$ cat src/rtl/spi_flash_read_master_defines.svh
// Assertion macros shared by the SPI flash read master modules.
// Each macro expects clk_i and rst_ni to be visible where it is used.
`ifndef SPI_FLASH_READ_MASTER_DEFINES_SVH
`define SPI_FLASH_READ_MASTER_DEFINES_SVH

// Same-cycle implication.
`define SFRM_ASSERT_NOW(lbl, ante, cons, msg) \
  lbl: assert property (@(posedge clk_i) disable iff (!rst_ni) (ante) |-> (cons)) \
    else $error(msg);

// Next-cycle implication.
`define SFRM_ASSERT_NEXT(lbl, ante, cons, msg) \
  lbl: assert property (@(posedge clk_i) disable iff (!rst_ni) (ante) |=> (cons)) \
    else $error(msg);

`endif

$ cat src/rtl/sfrm_pkg.sv
`timescale 1ns / 1ps

package sfrm_pkg;

  localparam int unsigned CfgIdxW = 2;
  localparam int unsigned CfgDataW = 8;

  // Configuration register indexes.
  localparam logic [CfgIdxW-1:0] REG_READ_OP = 2'd0;
  localparam logic [CfgIdxW-1:0] REG_FAST_OP = 2'd1;
  localparam logic [CfgIdxW-1:0] REG_ID_OP   = 2'd2;

  localparam logic [7:0] READ_OP_RST = 8'h03;
  localparam logic [7:0] FAST_OP_RST = 8'h0B;
  localparam logic [7:0] ID_OP_RST   = 8'h9F;

  // Command codes; any other code is a plain tick.
  localparam logic [1:0] CMD_READ = 2'd1;
  localparam logic [1:0] CMD_ID   = 2'd2;

  localparam logic [15:0] DEFAULT_LENGTH = 16'd256;
  localparam logic [15:0] ID_BYTES       = 16'd3;

  localparam logic [2:0] ID_HDR_LEN   = 3'd1;
  localparam logic [2:0] READ_HDR_LEN = 3'd4;
  localparam logic [2:0] FAST_HDR_LEN = 3'd5;

  localparam logic [7:0] DUMMY_BYTE = 8'h00;

  typedef struct packed {
    logic [7:0] read_op;
    logic [7:0] fast_op;
    logic [7:0] id_op;
  } opcodes_t;

  typedef struct packed {
    logic       cs_n;
    logic       sclk;
    logic       mosi;
    logic       byte_valid;
    logic [7:0] byte_value;
    logic       last_byte;
    logic       busy;
  } result_t;

  // Byte sent at a given position of the command header.
  function automatic logic [7:0] header_byte(logic [2:0] idx, logic is_id, logic is_fast,
                                             logic [23:0] addr, opcodes_t ops);
    logic [7:0] b;
    if (is_id) begin
      b = ops.id_op;
    end else begin
      case (idx)
        3'd0:    b = is_fast ? ops.fast_op : ops.read_op;
        3'd1:    b = addr[23:16];
        3'd2:    b = addr[15:8];
        3'd3:    b = addr[7:0];
        default: b = DUMMY_BYTE;
      endcase
    end
    return b;
  endfunction

endpackage

$ cat src/rtl/sfrm_cfg.sv
`timescale 1ns / 1ps

module sfrm_cfg
  import sfrm_pkg::*;
(
  input  logic                clk_i,
  input  logic                rst_ni,
  input  logic                cfg_we_i,
  input  logic [CfgIdxW-1:0]  cfg_index_i,
  input  logic [CfgDataW-1:0] cfg_wdata_i,
  output opcodes_t            ops_o
);

  opcodes_t ops_q;

  always_ff @(posedge clk_i or negedge rst_ni) begin
    if (!rst_ni) begin
      ops_q.read_op <= READ_OP_RST;
      ops_q.fast_op <= FAST_OP_RST;
      ops_q.id_op   <= ID_OP_RST;
    end else if (cfg_we_i) begin
      case (cfg_index_i)
        REG_READ_OP: ops_q.read_op <= cfg_wdata_i;
        REG_FAST_OP: ops_q.fast_op <= cfg_wdata_i;
        REG_ID_OP:   ops_q.id_op   <= cfg_wdata_i;
        default:     ;
      endcase
    end
  end

  assign ops_o = ops_q;

endmodule

$ cat src/rtl/sfrm_seq.sv
`timescale 1ns / 1ps

module sfrm_seq
  import sfrm_pkg::*;
(
  input  logic        clk_i,
  input  logic        rst_ni,
  input  logic        step_i,
  input  logic [1:0]  command_i,
  input  logic [23:0] address_i,
  input  logic [15:0] length_i,
  input  logic        fast_mode_i,
  input  logic        miso_i,
  input  opcodes_t    ops_i,
  output result_t     result_o
);

`include "spi_flash_read_master_defines.svh"

  typedef enum logic [1:0] {
    PH_IDLE,
    PH_SEND,
    PH_RECV
  } phase_e;

  phase_e      phase_q, phase_d;
  logic [2:0]  hidx_q, hidx_d;
  logic [2:0]  bcnt_q, bcnt_d;
  logic        half_q, half_d;
  logic [7:0]  tx_q, tx_d;
  logic [7:0]  rx_q, rx_d;
  logic [23:0] addr_q, addr_d;
  logic [15:0] left_q, left_d;
  logic        fast_q, fast_d;
  logic        id_q, id_d;
  logic        mosi_q, mosi_d;
  logic [2:0]  hdr_len;
  result_t     res;

  always_comb begin
    phase_d = phase_q;
    hidx_d  = hidx_q;
    bcnt_d  = bcnt_q;
    half_d  = half_q;
    tx_d    = tx_q;
    rx_d    = rx_q;
    addr_d  = addr_q;
    left_d  = left_q;
    fast_d  = fast_q;
    id_d    = id_q;
    mosi_d  = mosi_q;

    res            = '0;
    res.cs_n       = 1'b1;

    // A start request on an idle tick loads the transfer and runs its first tick at once.
    if (phase_q == PH_IDLE && (command_i == CMD_READ || command_i == CMD_ID)) begin
      id_d   = (command_i == CMD_ID);
      fast_d = id_d ? 1'b0 : fast_mode_i;
      addr_d = id_d ? 24'd0 : address_i;
      if (id_d) begin
        left_d = ID_BYTES;
      end else begin
        left_d = (length_i == 16'd0) ? DEFAULT_LENGTH : length_i;
      end
      hidx_d  = 3'd0;
      bcnt_d  = 3'd0;
      half_d  = 1'b0;
      rx_d    = 8'd0;
      tx_d    = header_byte(3'd0, id_d, fast_d, addr_d, ops_i);
      phase_d = PH_SEND;
    end

    hdr_len = id_d ? ID_HDR_LEN : (fast_d ? FAST_HDR_LEN : READ_HDR_LEN);

    case (phase_d)
      PH_SEND: begin
        res.cs_n = 1'b0;
        res.busy = 1'b1;
        if (!half_d) begin
          mosi_d = tx_d[7];
          half_d = 1'b1;
        end else begin
          res.sclk = 1'b1;
          half_d   = 1'b0;
          tx_d     = {tx_d[6:0], 1'b0};
          bcnt_d   = bcnt_d + 3'd1;
          if (bcnt_d == 3'd0) begin
            hidx_d = hidx_d + 3'd1;
            if (hidx_d < hdr_len) begin
              tx_d = header_byte(hidx_d, id_d, fast_d, addr_d, ops_i);
            end else begin
              phase_d = PH_RECV;
              rx_d    = 8'd0;
            end
          end
        end
      end
      PH_RECV: begin
        res.cs_n = 1'b0;
        res.busy = 1'b1;
        if (!half_d) begin
          res.sclk = 1'b1;
          rx_d     = {rx_d[6:0], miso_i};
          half_d   = 1'b1;
        end else begin
          half_d = 1'b0;
          bcnt_d = bcnt_d + 3'd1;
          if (bcnt_d == 3'd0) begin
            res.byte_valid = 1'b1;
            res.byte_value = rx_d;
            left_d         = left_d - 16'd1;
            if (left_d == 16'd0) begin
              res.last_byte = 1'b1;
              phase_d       = PH_IDLE;
            end
            rx_d = 8'd0;
          end
        end
      end
      default: ;
    endcase

    res.mosi = mosi_d;
  end

  always_ff @(posedge clk_i or negedge rst_ni) begin
    if (!rst_ni) begin
      phase_q <= PH_IDLE;
      hidx_q  <= 3'd0;
      bcnt_q  <= 3'd0;
      half_q  <= 1'b0;
      tx_q    <= 8'd0;
      rx_q    <= 8'd0;
      addr_q  <= 24'd0;
      left_q  <= 16'd0;
      fast_q  <= 1'b0;
      id_q    <= 1'b0;
      mosi_q  <= 1'b0;
    end else if (step_i) begin
      phase_q <= phase_d;
      hidx_q  <= hidx_d;
      bcnt_q  <= bcnt_d;
      half_q  <= half_d;
      tx_q    <= tx_d;
      rx_q    <= rx_d;
      addr_q  <= addr_d;
      left_q  <= left_d;
      fast_q  <= fast_d;
      id_q    <= id_d;
      mosi_q  <= mosi_d;
    end
  end

  assign result_o = res;

  // Between transfers the bit and half-period counters have wrapped back to zero.
  `SFRM_ASSERT_NOW(a_idle_counters, phase_q == PH_IDLE, half_q == 1'b0 && bcnt_q == 3'd0, "idle with counters not at zero")
  // Receiving always has at least one byte outstanding.
  `SFRM_ASSERT_NOW(a_recv_left, phase_q == PH_RECV, left_q != 16'd0, "receiving with no bytes left")
  `SFRM_ASSERT_NEXT(a_start_send, step_i && phase_q == PH_IDLE && (command_i == CMD_READ || command_i == CMD_ID), phase_q == PH_SEND, "start request did not enter the send phase")

endmodule

$ cat src/rtl/spi_flash_read_master.sv
`timescale 1ns / 1ps

// Channel | Direction | Handshake             | Payload
// --------+-----------+-----------------------+-------------------------------------------
// in      | to block  | in_valid_i/in_stall_o | command, address, length, fast_mode, miso
// out     | from block| out_valid_o/out_stall_i| cs_n, sclk, mosi, byte_valid, byte_value,
//         |           |                       | last_byte, busy_res
// cfg     | to block  | cfg_we_i              | cfg_index_i, cfg_wdata_i
//
// Each request is one SPI half-period; one request per cycle is accepted while in_stall_o is low.
// The result of an accepted request is held in the output register from the next cycle on.
// The single output register sets the rate: in_stall_o is high only while it holds an
// untaken result and out_stall_i is high.
// Reset clears the sequencer to idle and loads the default opcodes.

module spi_flash_read_master
  import sfrm_pkg::*;
(
  input  logic                clk_i,
  input  logic                rst_ni,
  input  logic                cfg_we_i,
  input  logic [CfgIdxW-1:0]  cfg_index_i,
  input  logic [CfgDataW-1:0] cfg_wdata_i,
  input  logic                in_valid_i,
  output logic                in_stall_o,
  input  logic [1:0]          command_i,
  input  logic [23:0]         address_i,
  input  logic [15:0]         length_i,
  input  logic                fast_mode_i,
  input  logic                miso_i,
  output logic                out_valid_o,
  input  logic                out_stall_i,
  output logic                cs_n_o,
  output logic                sclk_o,
  output logic                mosi_o,
  output logic                byte_valid_o,
  output logic [7:0]          byte_value_o,
  output logic                last_byte_o,
  output logic                busy_res_o
);

`include "spi_flash_read_master_defines.svh"

  opcodes_t ops;
  result_t  res;
  result_t  out_q;
  logic     out_valid_q;
  logic     in_fire;

  assign in_stall_o = out_valid_q && out_stall_i;
  assign in_fire    = in_valid_i && !in_stall_o;

  sfrm_cfg u_cfg (
    .clk_i       (clk_i),
    .rst_ni      (rst_ni),
    .cfg_we_i    (cfg_we_i),
    .cfg_index_i (cfg_index_i),
    .cfg_wdata_i (cfg_wdata_i),
    .ops_o       (ops)
  );

  sfrm_seq u_seq (
    .clk_i       (clk_i),
    .rst_ni      (rst_ni),
    .step_i      (in_fire),
    .command_i   (command_i),
    .address_i   (address_i),
    .length_i    (length_i),
    .fast_mode_i (fast_mode_i),
    .miso_i      (miso_i),
    .ops_i       (ops),
    .result_o    (res)
  );

  always_ff @(posedge clk_i or negedge rst_ni) begin
    if (!rst_ni) begin
      out_valid_q <= 1'b0;
    end else begin
      out_valid_q <= in_fire || in_stall_o;
    end
  end

  always_ff @(posedge clk_i) begin
    if (in_fire) begin
      out_q <= res;
    end
  end

  assign out_valid_o  = out_valid_q;
  assign cs_n_o       = out_q.cs_n;
  assign sclk_o       = out_q.sclk;
  assign mosi_o       = out_q.mosi;
  assign byte_valid_o = out_q.byte_valid;
  assign byte_value_o = out_q.byte_value;
  assign last_byte_o  = out_q.last_byte;
  assign busy_res_o   = out_q.busy;

  // Chip select and busy always describe the same transfer state.
  `SFRM_ASSERT_NOW(a_busy_cs, out_valid_o, busy_res_o == !cs_n_o, "busy and chip select disagree")

endmodule

$ cat config.mk
export PLATFORM = sky130hd
export DESIGN_NAME = spi_flash_read_master
export DESIGN_NICKNAME = d
export VERILOG_FILES = /design/src/rtl/sfrm_pkg.sv /design/src/rtl/sfrm_cfg.sv /design/src/rtl/sfrm_seq.sv /design/src/rtl/spi_flash_read_master.sv
export VERILOG_INCLUDE_DIRS = /design/src /design/src/rtl
export SDC_FILE = /design/constraint.sdc
export NUM_CORES = 1
export LEC_CHECK = 0
export ABC_AREA = 1
export BUFFER_PORTS_ARGS = -buffer_cell sky130_fd_sc_hd__buf_2
export CORE_MARGIN = 2
export CORE_UTILIZATION = 50
export CTS_CLUSTER_SIZE = 16
export DETAILED_ROUTE_END_ITERATION = 7
export GPL_TIMING_DRIVEN = 0
export PLACE_DENSITY = 0.8
export SLEW_MARGIN = 10
export SYNTH_ARGS = -nofsm -noshare
export SYNTH_HDL_FRONTEND = slang
export SYNTH_SLANG_ARGS = --single-unit
$ cat constraint.sdc
create_clock -name clk_i -period 4.2 [get_ports clk_i]
set_input_delay 0.84 -clock clk_i [delete_from_list [all_inputs] [get_ports clk_i]]
set_output_delay 0.84 -clock clk_i [all_outputs]
set_load 0.02 [all_outputs]
; ---- Word level (Yosys, flattened, before mapping)
; Cells that the tools add are included.
[totals]
regBits = 107
out_inout_bits = 16
[op_classes]
n_reduce_logical = 18
eq_ne = 9
add_sub_neg = 3
muxes = 55
n_lt_le_gt_ge = 1
[op_table]
columns = cell, n
row1 = $mux 8, 15
row2 = $mux 16, 6
row3 = $mux 24, 2
row4 = $logic_not 16->1, 2
row5 = $pmux 8 s4, 1
row6 = $mux 3, 8
row7 = $pmux 8 s2, 1
row8 = $sub 16x1->16 const B, 1
row9 = $mux 2, 7
row10 = $mux 1, 12
row11 = $mux 10, 1
row12 = $pmux 2 s2, 2
row13 = $reduce_and 2->1, 4
row14 = $add 3x1->3 const B, 2
row15 = $eq 2x1->1 const B, 3
row16 = $eq 2x2->1 const B, 3
row17 = $eq 3x2->1 const B, 2
row18 = $logic_not 3->1, 2
row19 = $logic_not 2->1, 2
row20 = $eq 3x1->1 const B, 1
row21 = $logic_and 1x1->1, 3
row22 = $lt 3x3->1, 1
row23 = $reduce_and 3->1, 1
row24 = $logic_or 1x1->1, 2
row25 = other kinds (2), 2

; ---- Logic depth before layout (Yosys ltp)
; Gate-level depths: netlist of the first run.
[logic_depth]
ltp_word = 12
depth_mapped = 23

; ---- By module
; From an unflattened synthesis of the first run, not the netlist that was laid out.
[unflattened]
cells_unflattened = 902
area_unflattened_um2 = 6647.6
[modules_own_cells]
columns = module, cells_each, seq_area_each_um2, instances, area_each_um2
row1 = sfrm_seq, 775, 1701.6, 1, 5117.4
row2 = sfrm_cfg, 107, 614.3, 1, 1064.8
row3 = spi_flash_read_master, 20, 445.4, 1, 465.4

; ---- Worst setup path after synthesis of the first run
; Ideal clock, no wire load.
[synth_timing]
kind = input to register
from = input port command_i[0]
to = register u_seq.tx_q[4]
slack_ns = 0.401
arrival_ns = 3.683
n_path_buf = 4
cell_stages = 21
cell_sequence = inv_1 > ha_1 > nor2_4 > nand2_4 > inv_2 > buf_2 > buf_2 > buf_2 > nor2_1 > ha_1 > xnor2_1 > ha_1 > a21oi_4 > nand2_2 > buf_6 > a21oi_2 > nand2_1 > nand2_1 > nand2_1 > nand2_1 > nand2_1
[synth_via]
elab_chain_len = 12
elab_cells_between_ends = 34
[synth_rtl]
columns = element, line_no
row1 = "start, declared", spi_flash_read_master.sv:26  ; input logic [1:0] command_i,
row2 = $eq 2x1->1 or $eq 2x2->1 (tied branches), "sfrm_seq.sv:57, sfrm_seq.sv:58"
row3 = $logic_or 1x1->1, sfrm_seq.sv:57  ; if (phase_q == PH_IDLE && (command_i == CMD_READ || command_i == CMD_ID)) begin
row4 = $logic_and 1x1->1, sfrm_seq.sv:57
row5 = $mux 3, sfrm_seq.sv:57
row6 = $add 3x1->3, sfrm_seq.sv:89  ; hidx_d = hidx_d + 3'd1;
row7 = $eq 3x2->1 (tied with other cells), sfrm_pkg.sv:53  ; case (idx)
row8 = $pmux 8 s4, sfrm_pkg.sv:53
row9 = $mux 8, sfrm_pkg.sv:50  ; if (is_id) begin
row10 = $mux 8, sfrm_seq.sv:90  ; if (hidx_d < hdr_len) begin
row11 = $mux 8, sfrm_seq.sv:88  ; if (bcnt_d == 3'd0) begin
row12 = $mux 8, sfrm_seq.sv:80  ; if (!half_d) begin
row13 = $mux 8 (*), sfrm_seq.sv:76  ; case (phase_d)
row14 = "end signal, assigned", sfrm_seq.sv:145  ; tx_q <= tx_d;
row15 = "end, declared", sfrm_seq.sv:30  ; logic [7:0] tx_q, tx_d;
; Every way passes the cells marked *; elsewhere a longest branch is shown, timed or not.
; A chain may end at the register's enable or synchronous reset.

; ---- Worst setup path in the final report of the first run
; Same ends and word-level chain as after synthesis.

==> results.md, run 1 <==
- Initial core utilization: 0.512
- Syn Area/Cell: 7.36 um2
- Reg2reg setup slack: 0.51 ns
- Global-route wire length before repair: 28.1 mm
- Highest Clock Rate: 249 MHz
- Ant diodes: 0
- Power density over the cells: 643 nW/um2
- Post-synth EDFFs: 14
- Setup TNS: 0 ns
- Tmin final: 4.02 ns
- Routability cong.: 0.893
- P&R area growth vs syn: 15.1%
- Final Max Tran Viols: 0
- Final hold violations: 0
- Worst-Skew Late Latency: 0.36 ns
- Largest net degree at the start of global routing: 66
- Num rows: 41
- Port bufs: 74
- Xor and xnor area share after synthesis: 0.0163
- Period utilisation layout: 0.957
- Critical path data arrival time: 4.26 ns
- Root buf cell: clkbuf_16
- Simple-Gate Fraction of Synth Area: 0.247
- Most used DFF post-synth: dfrtp_1
- Worst Hold Class: in2async
- VDD IR-drop max: 0.000288 V
- Synth Register Bits: 107
- Mux cell area share after synthesis: 0
- CTS tree: done
- Synth Area in Adders: 0.0213
- Reg2reg path depth: 18
- Finished Layout Cells: 1140
- CP most frequent cell: nand2_1
- Compound-gate portion of the synthesized area: 0.182
- Routed WL: 17.0 mm
- Synth cell types: 39
- Starting DRT DRC Count: 692
- Maxcap violations: 0
- Setup bufs post-CTS: 0
- Routed Antenna Nets: 0
- Worst setup EP type: flop
- CTS sink count: 107
- Final setup violation count: 0
- GRT overflow: 0
- Clk_skew: 0.00845 ns
- Worst-path fanout max: 14
- Rel. slew slack: 0.533
- Worst Path Required: 4.45 ns
- Die extent in x: 118 um
- Outcome: complete, no violations
- Worst Path Buf+Inv: 6
- Slowest stage cell, crit path: clkbuf_4
- DP HPWL: 12.0 mm
- Core area: 12600 um2
- DIE AREA: 13900 um2
- Share of post-route cells with drive strength above 1: 0.163
- CP Launch Type: primary input
- Final net count: 1033
- Vias/cell: 5.44
- Vias: 6196
- TritonCTS buffer count: 9
- Vias in the first global route: 5690
- Reg2reg end: u_seq.tx_q[4]$_DFFE_PN0P_
- Worst-path clk slew: 0.07 ns
- Htree depth: 3
- Pre-Repair DR Iteration Count: 5
- Synthesized instance count: 878
- Delay-heaviest family, CP: buffers and inverters
- Remaining DRCs: 0
- Max incr delay on CP: 0.31 ns
- Synth Warn #: 0
- Placed Instances: 1125
- Reg2Reg Launch Point: u_seq.phase_q[0]$_DFFE_PN0P_
- WL per Instance: 14.9 um
- Initial antenna violation count: 0
- Async SR Flop Fraction: 0.869
- Synthesized Nets: 948
- Max Buffers Root-to-Sink: 2
- Sequential share of the synthesized area: 0.427
- Combinational family with the most area after synthesis: simple AND/OR/NAND/NOR gates
- Leak: 3.73 nW
- Mapped Area: 6460 um2
- Die Span Y: 118 um
- GR Util All Layers: 0.249
- Least-Margin Pin Slew: 0.697 ns
- Crit Path Category: in2reg
- Top-Level Pins: 75
- Critical-path cell list: buf_2, inv_1, ha_1, nor2_4, nand2_4, clkinv_2, clkbuf_4, buf_2, nor2_1, ha_1, xnor2_2, ha_1, a21oi_4, nand2_2, buf_6, a21oi_2, nand2_1, nand2_1, nand2_1, nand2_1, nand2_1
[state kept, by name (all words and copies together) (netlist names)]
register,count
u_cfg.ops_o,24
u_seq.addr_q,24
u_seq.left_q,16
byte_value_o,8
u_seq.rx_q,8
u_seq.tx_q,8
u_seq.bcnt_q,3
u_seq.hidx_q,3
u_seq.phase_q,2
busy_res_o,1
byte_valid_o,1
cs_n_o,1
last_byte_o,1
mosi_o,1
out_valid_o,1
sclk_o,1
u_seq.fast_q,1
u_seq.half_q,1
u_seq.id_q,1
u_seq.mosi_q,1
[final cells by class]
| type | instances | area, um2 |
|---|---|---|
| fillers | 1198 | 5180 |
| plain buffers | 35 | 180 |
| repair buffers | 75 | 400 |
| well taps | 172 | 215 |
| clock inverters | 5 | 108 |
| multi-input cells | 600 | 3020 |
| flip-flops and latches | 107 | 2760 |
| inverters | 135 | 508 |
| clock buffers | 11 | 243 |
[logic make-up (layout without fill, tap and decap cells)]
logic type | after synthesis | in the layout
AND/OR/NAND/NOR | 377 | 377
AO/OA/AOI/OAI | 200 | 200
buffers and inverters | 171 | 261
flip-flops | 107 | 107
XOR/XNOR | 12 | 12
adder cells (fa/ha/maj) | 11 | 11
[worst max-delay path by stage]
stage / depth (start not counted) / to / start
after CTS: 22 / u_seq.tx_q[4]$_DFFE_PN0P_ / command_i[0]
final: 21 / u_seq.tx_q[4]$_DFFE_PN0P_ / command_i[0]
after global placement: 22 / u_seq.tx_q[4]$_DFFE_PN0P_ / command_i[0]
after detailed placement: 22 / u_seq.tx_q[4]$_DFFE_PN0P_ / command_i[0]
after global routing: 21 / u_seq.tx_q[4]$_DFFE_PN0P_ / command_i[0]
after floorplan: 21 / u_seq.tx_q[4]$_DFFE_PN0P_ / command_i[0]
[repair_timing]
| item | 4_1_cts | 5_1_grt |
|---|---|---|
| resized for setup | 1 | 2 |
| endpoints found under the setup margin | 3 | 16 |
| hold buffers | 0 | 0 |
| cloned | 0 | 0 |
[metal layers]
layer / track usage / vias to the layer above / share of wire
li1: - / 3027 / -
met1: 0.337 / 2847 / 0.43
met2: 0.404 / 284 / 0.47
met3: 0.0402 / 38 / 0.071
met4: 0.0964 / 0 / 0.026
met5: 0 / - / 0
[power by group]
| part | total (mW) | internal, mW | switching (mW) |
|---|---|---|---|
| sequential | 1.56 | 1.40 | 0.160 |
| combinational | 2.22 | 0.753 | 1.47 |
| clock | 0.993 | 0.603 | 0.390 |
[placed cells by master, fill, tap and decap left out, types with 2 or more instances in the layout]
master,n
dfstp_2,11
buf_2,81
nand2_4,2
edfxtp_1,14
buf_1,3
bufinv_16,3
xnor2_1,2
nor2_1,80
a221oi_1,7
a211oi_1,2
o21ai_1,2
nand4_1,13
ha_1,11
o21ai_2,2
buf_4,2
nor2_4,7
a21oi_1,42
o21ai_0,66
inv_2,7
nand3_1,22
o211ai_1,6
clkbuf_1,18
nand2_2,13
nand2_1,232
o22ai_1,60
xor2_1,9
nor2_2,4
a31oi_1,2
buf_6,4
a21oi_2,3
dfrtp_1,82
inv_1,124
clkbuf_16,9
a22oi_1,6
clkinv_1,3
[stage by stage]
step	power [mW]	worst slack [ns]	hold slack [ns]	instance area, um2	util
6_report	4.78	0.182	0.418	7440	0.589
5_1_grt	5.12	-0.00333	0.453	7440	0.589
3_5_place_dp	3.75	-0.368	0.469	7080	0.561
4_1_cts	4.76	0.0231	0.429	7440	0.589
3_3_place_gp	3.68	-0.356	0.463	7050	0.559
2_1_floorplan	3.22	0.401	0.449	6460	-
[synth_stat cells, types with 4 or more instances]
library cell	instances	area share
inv_1	124	0.072
a22oi_1	6	0.0070
o21ai_0	66	0.051
buf_6	4	0.0070
a221oi_1	7	0.0095
nand4_1	13	0.013
nor2_4	7	0.012
inv_2	8	0.0046
nand3_1	22	0.017
o211ai_1	6	0.0070
dfstp_2	11	0.045
edfxtp_1	14	0.065
dfrtp_1	82	0.32
a21oi_1	42	0.033
o22ai_1	60	0.058
xor2_1	9	0.012
ha_1	11	0.021
nand2_2	13	0.013
nor2_2	4	0.0039
nor2_1	80	0.046
nand2_1	232	0.13
clkbuf_1	18	0.010
buf_2	10	0.0077
(Power assumes the default switching activity.)
==> run 2, diff against run 1 <==
Settings changed: ABC_AREA 1 to not set.
==> run 2 against run 1 <==
Net effect:
- fmax rose by 1.8%
- worst setup slack improved by 0.071 ns
- combinational power fell by 31%
- hold slack improved by 0.028 ns
- clock skew fell by 0.0010 ns
- register-to-register slack improved by 0.22 ns
- sequential power barely moved
- final cell count fell by 18%
==> results.md, run 2 <==
- Post-layout util: 0.597 (was 0.589)
- Routed WL: 16.4 mm (was 17.0 mm)
- Share of post-route cells with drive strength above 1: 0.216 (was 0.163)
- WL per Instance: 17.5 um (was 14.9 um)
- Max Buffers Root-to-Sink: 2 (unchanged)
- Commonest non-fill, non-tap cell in the layout: nand2_1 (unchanged)
- Post-synth top cells: 95 x nand2_1, 82 x dfrtp_1, 65 x o21ai_0 (was 232 x nand2_1, 124 x inv_1, 82 x dfrtp_1)
- Unrepaired setup endpoints after global routing: false
- Maxcap violations: 0 (unchanged)
- DP HPWL: 12.1 mm (was 12.0 mm)
- Mapped Area: 6270 um2 (was 6460 um2)
- Pre-Repair DR Iteration Count: 6 (was 5)
- Die Span Y: 116 um (was 118 um)
- Synth top area cells: dfrtp_1 33%, edfxtp_1 6.7%, nand2_1 5.7% (was dfrtp_1 32%, nand2_1 13%, inv_1 7.2%)
- Htree depth: 3 (unchanged)
- Least-Margin Pin Slew: 1.16 ns (was 0.697 ns)
- Post-synth EDFFs: 14 (unchanged)
- Synth Register Bits: 107 (unchanged)
- Initial core utilization: 0.517 (was 0.512)
- Sequential share of the synthesized area: 0.441 (was 0.427)
- Worst-Skew Late Latency: 0.36 ns (about the same)
- Critical path data arrival time: 4.16 ns (was 4.26 ns)
- Worst-path clk slew: 0.08 ns (was 0.07 ns)
- Setup TNS: 0 ns (unchanged)
- GRT overflow: 0 (unchanged)
- Synth cell types: 67 (was 39)
- Commonest non-fill, non-tap cells in the layout: 95 x nand2_1, 82 x dfrtp_1, 75 x buf_2 (was 232 x nand2_1, 124 x inv_1, 82 x dfrtp_1)
- Period utilisation layout: 0.940 (was 0.957)
- Crit Path Category: in2reg (unchanged)
- GR Util All Layers: 0.253 (was 0.249)
- Die extent in x: 116 um (was 118 um)
- Final setup violation count: 0 (unchanged)
- Vias in the first global route: 5311 (was 5690)
- Worst setup EP type: flop (unchanged)
- Synth Warn #: 0 (unchanged)
- Final net count: 830 (was 1033)
- Largest area contributor in the netlist: dfrtp_1 (unchanged)
- Root buf cell: clkbuf_16 (unchanged)
- Syn Area/Cell: 9.24 um2 (was 7.36 um2)
- P&R area growth vs syn: 15.4% (was 15.1%)
- CTS tree: done (unchanged)
- Cell with the most instances after synthesis: nand2_1 (unchanged)
- Vias/cell: 5.95 (was 5.44)
- Largest net degree at the start of global routing: 57 (was 66)
- Leak: 3.13 nW (was 3.73 nW)
- CTS Hold Bufs: 0 (unchanged)
- Outcome: complete, no violations (unchanged)
- VDD IR-drop max: 0.000256 V (was 0.000288 V)
- Clk_skew: 0.00742 ns (was 0.00845 ns)
- Routability cong.: 0.897 (was 0.893)
- Worst-path fanout max: 10 (was 14)
- DIE AREA: 13400 um2 (was 13900 um2)
- Final Max Tran Viols: 0 (unchanged)
- Rel. slew slack: 0.228 (was 0.533)
- Final hold violations: 0 (unchanged)
- Num rows: 40 (was 41)
- CTS sink count: 107 (unchanged)
- Synthesized Nets: 748 (was 948)
- Post-synth top area share: 0.327 (was 0.317)
- Worst Hold Class: in2async (unchanged)
- Core area: 12100 um2 (was 12600 um2)
- Global-route wire length before repair: 26.5 mm (was 28.1 mm)
- Power density over the cells: 539 nW/um2 (was 643 nW/um2)
- Worst Path Required: 4.41 ns (was 4.45 ns)
- Remaining DRCs: 0 (unchanged)
- Tmin final: 3.95 ns (was 4.02 ns)
- Async SR Flop Fraction: 0.869 (unchanged)
- Top-Level Pins: 75 (unchanged)
- Port bufs: 73 (was 74)
- Reg2reg path depth: 11 (was 18)
- WHS: 0.445 ns (was 0.418 ns)
- Highest Clock Rate: 253 MHz (was 249 MHz)
- Ant diodes: 0 (unchanged)
- Starting DRT DRC Count: 533 (was 692)
- Vias: 5554 (was 6196)
- Routed Antenna Nets: 0 (unchanged)
- Initial antenna violation count: 0 (unchanged)
- Synthesized instance count: 678 (was 878)
- Most used DFF post-synth: dfrtp_1 (unchanged)
- CP Launch Type: primary input (unchanged)
- TritonCTS buffer count: 9 (unchanged)
run 2: cell count changes after synthesis, moves of 18 or more:
cell	change
nand2_1	-137
inv_1	-111
o22ai_1	-43
mux2_2	+30
nand2b_1	+28
nor2_1	-25
mux2i_1	+18
run 2: routing by layer:
layer | track usage | vias up | part of all wire
met4 | 0.0984 | 0 | 0.029
met5 | 0 | - | 0
li1 | - | 2604 | -
met2 | 0.403 | 248 | 0.47
met1 | 0.347 | 2657 | 0.43
met3 | 0.0418 | 45 | 0.064
run 2: per-stage QoR:
stage          cell area (um2)  worst slack, ns  total power [mW]  cells
2_1_floorplan             6290         0.000483              2.61    678
3_3_place_gp              6870           -0.925              2.97    919
3_5_place_dp              6900           -0.959              3.04    920
4_1_cts                   7220           0.0542              3.87    934
5_1_grt                   7230           0.0555              4.14    933
6_report                  7230            0.253              3.90    933
run 2: worst max-delay path, stage by stage:
cell and delay (ns):
buf_2 0.09, inv_1 0.04, ha_1 0.30, buf_2 0.33, clkbuf_1 0.48, or3_1 0.19
o21ai_0 0.16, ha_1 0.35, o211a_2 0.20, a2111oi_4 0.34, o21ai_1 0.15, a2111oi_4 0.47
nor2b_1 0.19
run 2: area by class of cell:
| cell class | count | area (um2) |
|---|---|---|
| Buffer | 35 | 191 |
| Timing Repair Buffer | 75 | 403 |
| Clock inverter | 7 | 57.6 |
| Sequential cell | 107 | 2760 |
| Clock buffer | 9 | 225 |
| Tap cell | 168 | 210 |
| Inverter | 13 | 48.8 |
| Multi-Input combinational cell | 519 | 3340 |
| Fill cell | 1067 | 4880 |
run 2: what timing repair did:
action                                  4_1_cts  5_1_grt
resized for setup                             5        2
pin swaps                                     3        1
endpoints found under the setup margin       37       22
setup buffers                                 1        0
run 2: final timing paths:
path | slack [ns] | endpoint | from
setup / recovery | 0.25 | last_byte_o$_SDFFCE_PN0P_ | command_i[0]
min in group clk_i | 0.48 | u_seq.mosi_q$_DFFE_PN0P_ | u_seq.mosi_q$_DFFE_PN0P_
max in group asynchronous | 3.03 | u_cfg.ops_o[2]$_DFFE_PN1P_ | rst_ni
hold reg to reg | 0.48 | u_seq.mosi_q$_DFFE_PN0P_ | u_seq.mosi_q$_DFFE_PN0P_
setup reg to reg | 0.73 | last_byte_o$_SDFFCE_PN0P_ | u_seq.phase_q[1]$_DFFE_PN0P_
hold / removal | 0.45 | u_seq.left_q[4]$_DFFE_PN0P_ | rst_ni
run 2: where the power goes:
part	switching (mW)	leakage, nW	internal [mW]
logic	0.921	1.70	0.615
clock network	0.416	0.135	0.412
registers	0.188	1.29	1.35
total	1.53	3.13	2.37
run 2: logic make-up (layout without fill, tap and decap cells):
kind of cell | count (synthesis) | in the layout | share of synthesized area
and+or+nand+nor | 245 | 245 | 0.188
AOI/OAI and AO/OA | 197 | 197 | 0.201
DFF | 107 | 107 | 0.441
buffers and inverters | 52 | 139 | 0.0399
muxes | 49 | 49 | 0.0850
xor gates and xnor gates | 17 | 17 | 0.0238
adders and majority gates | 11 | 11 | 0.0220
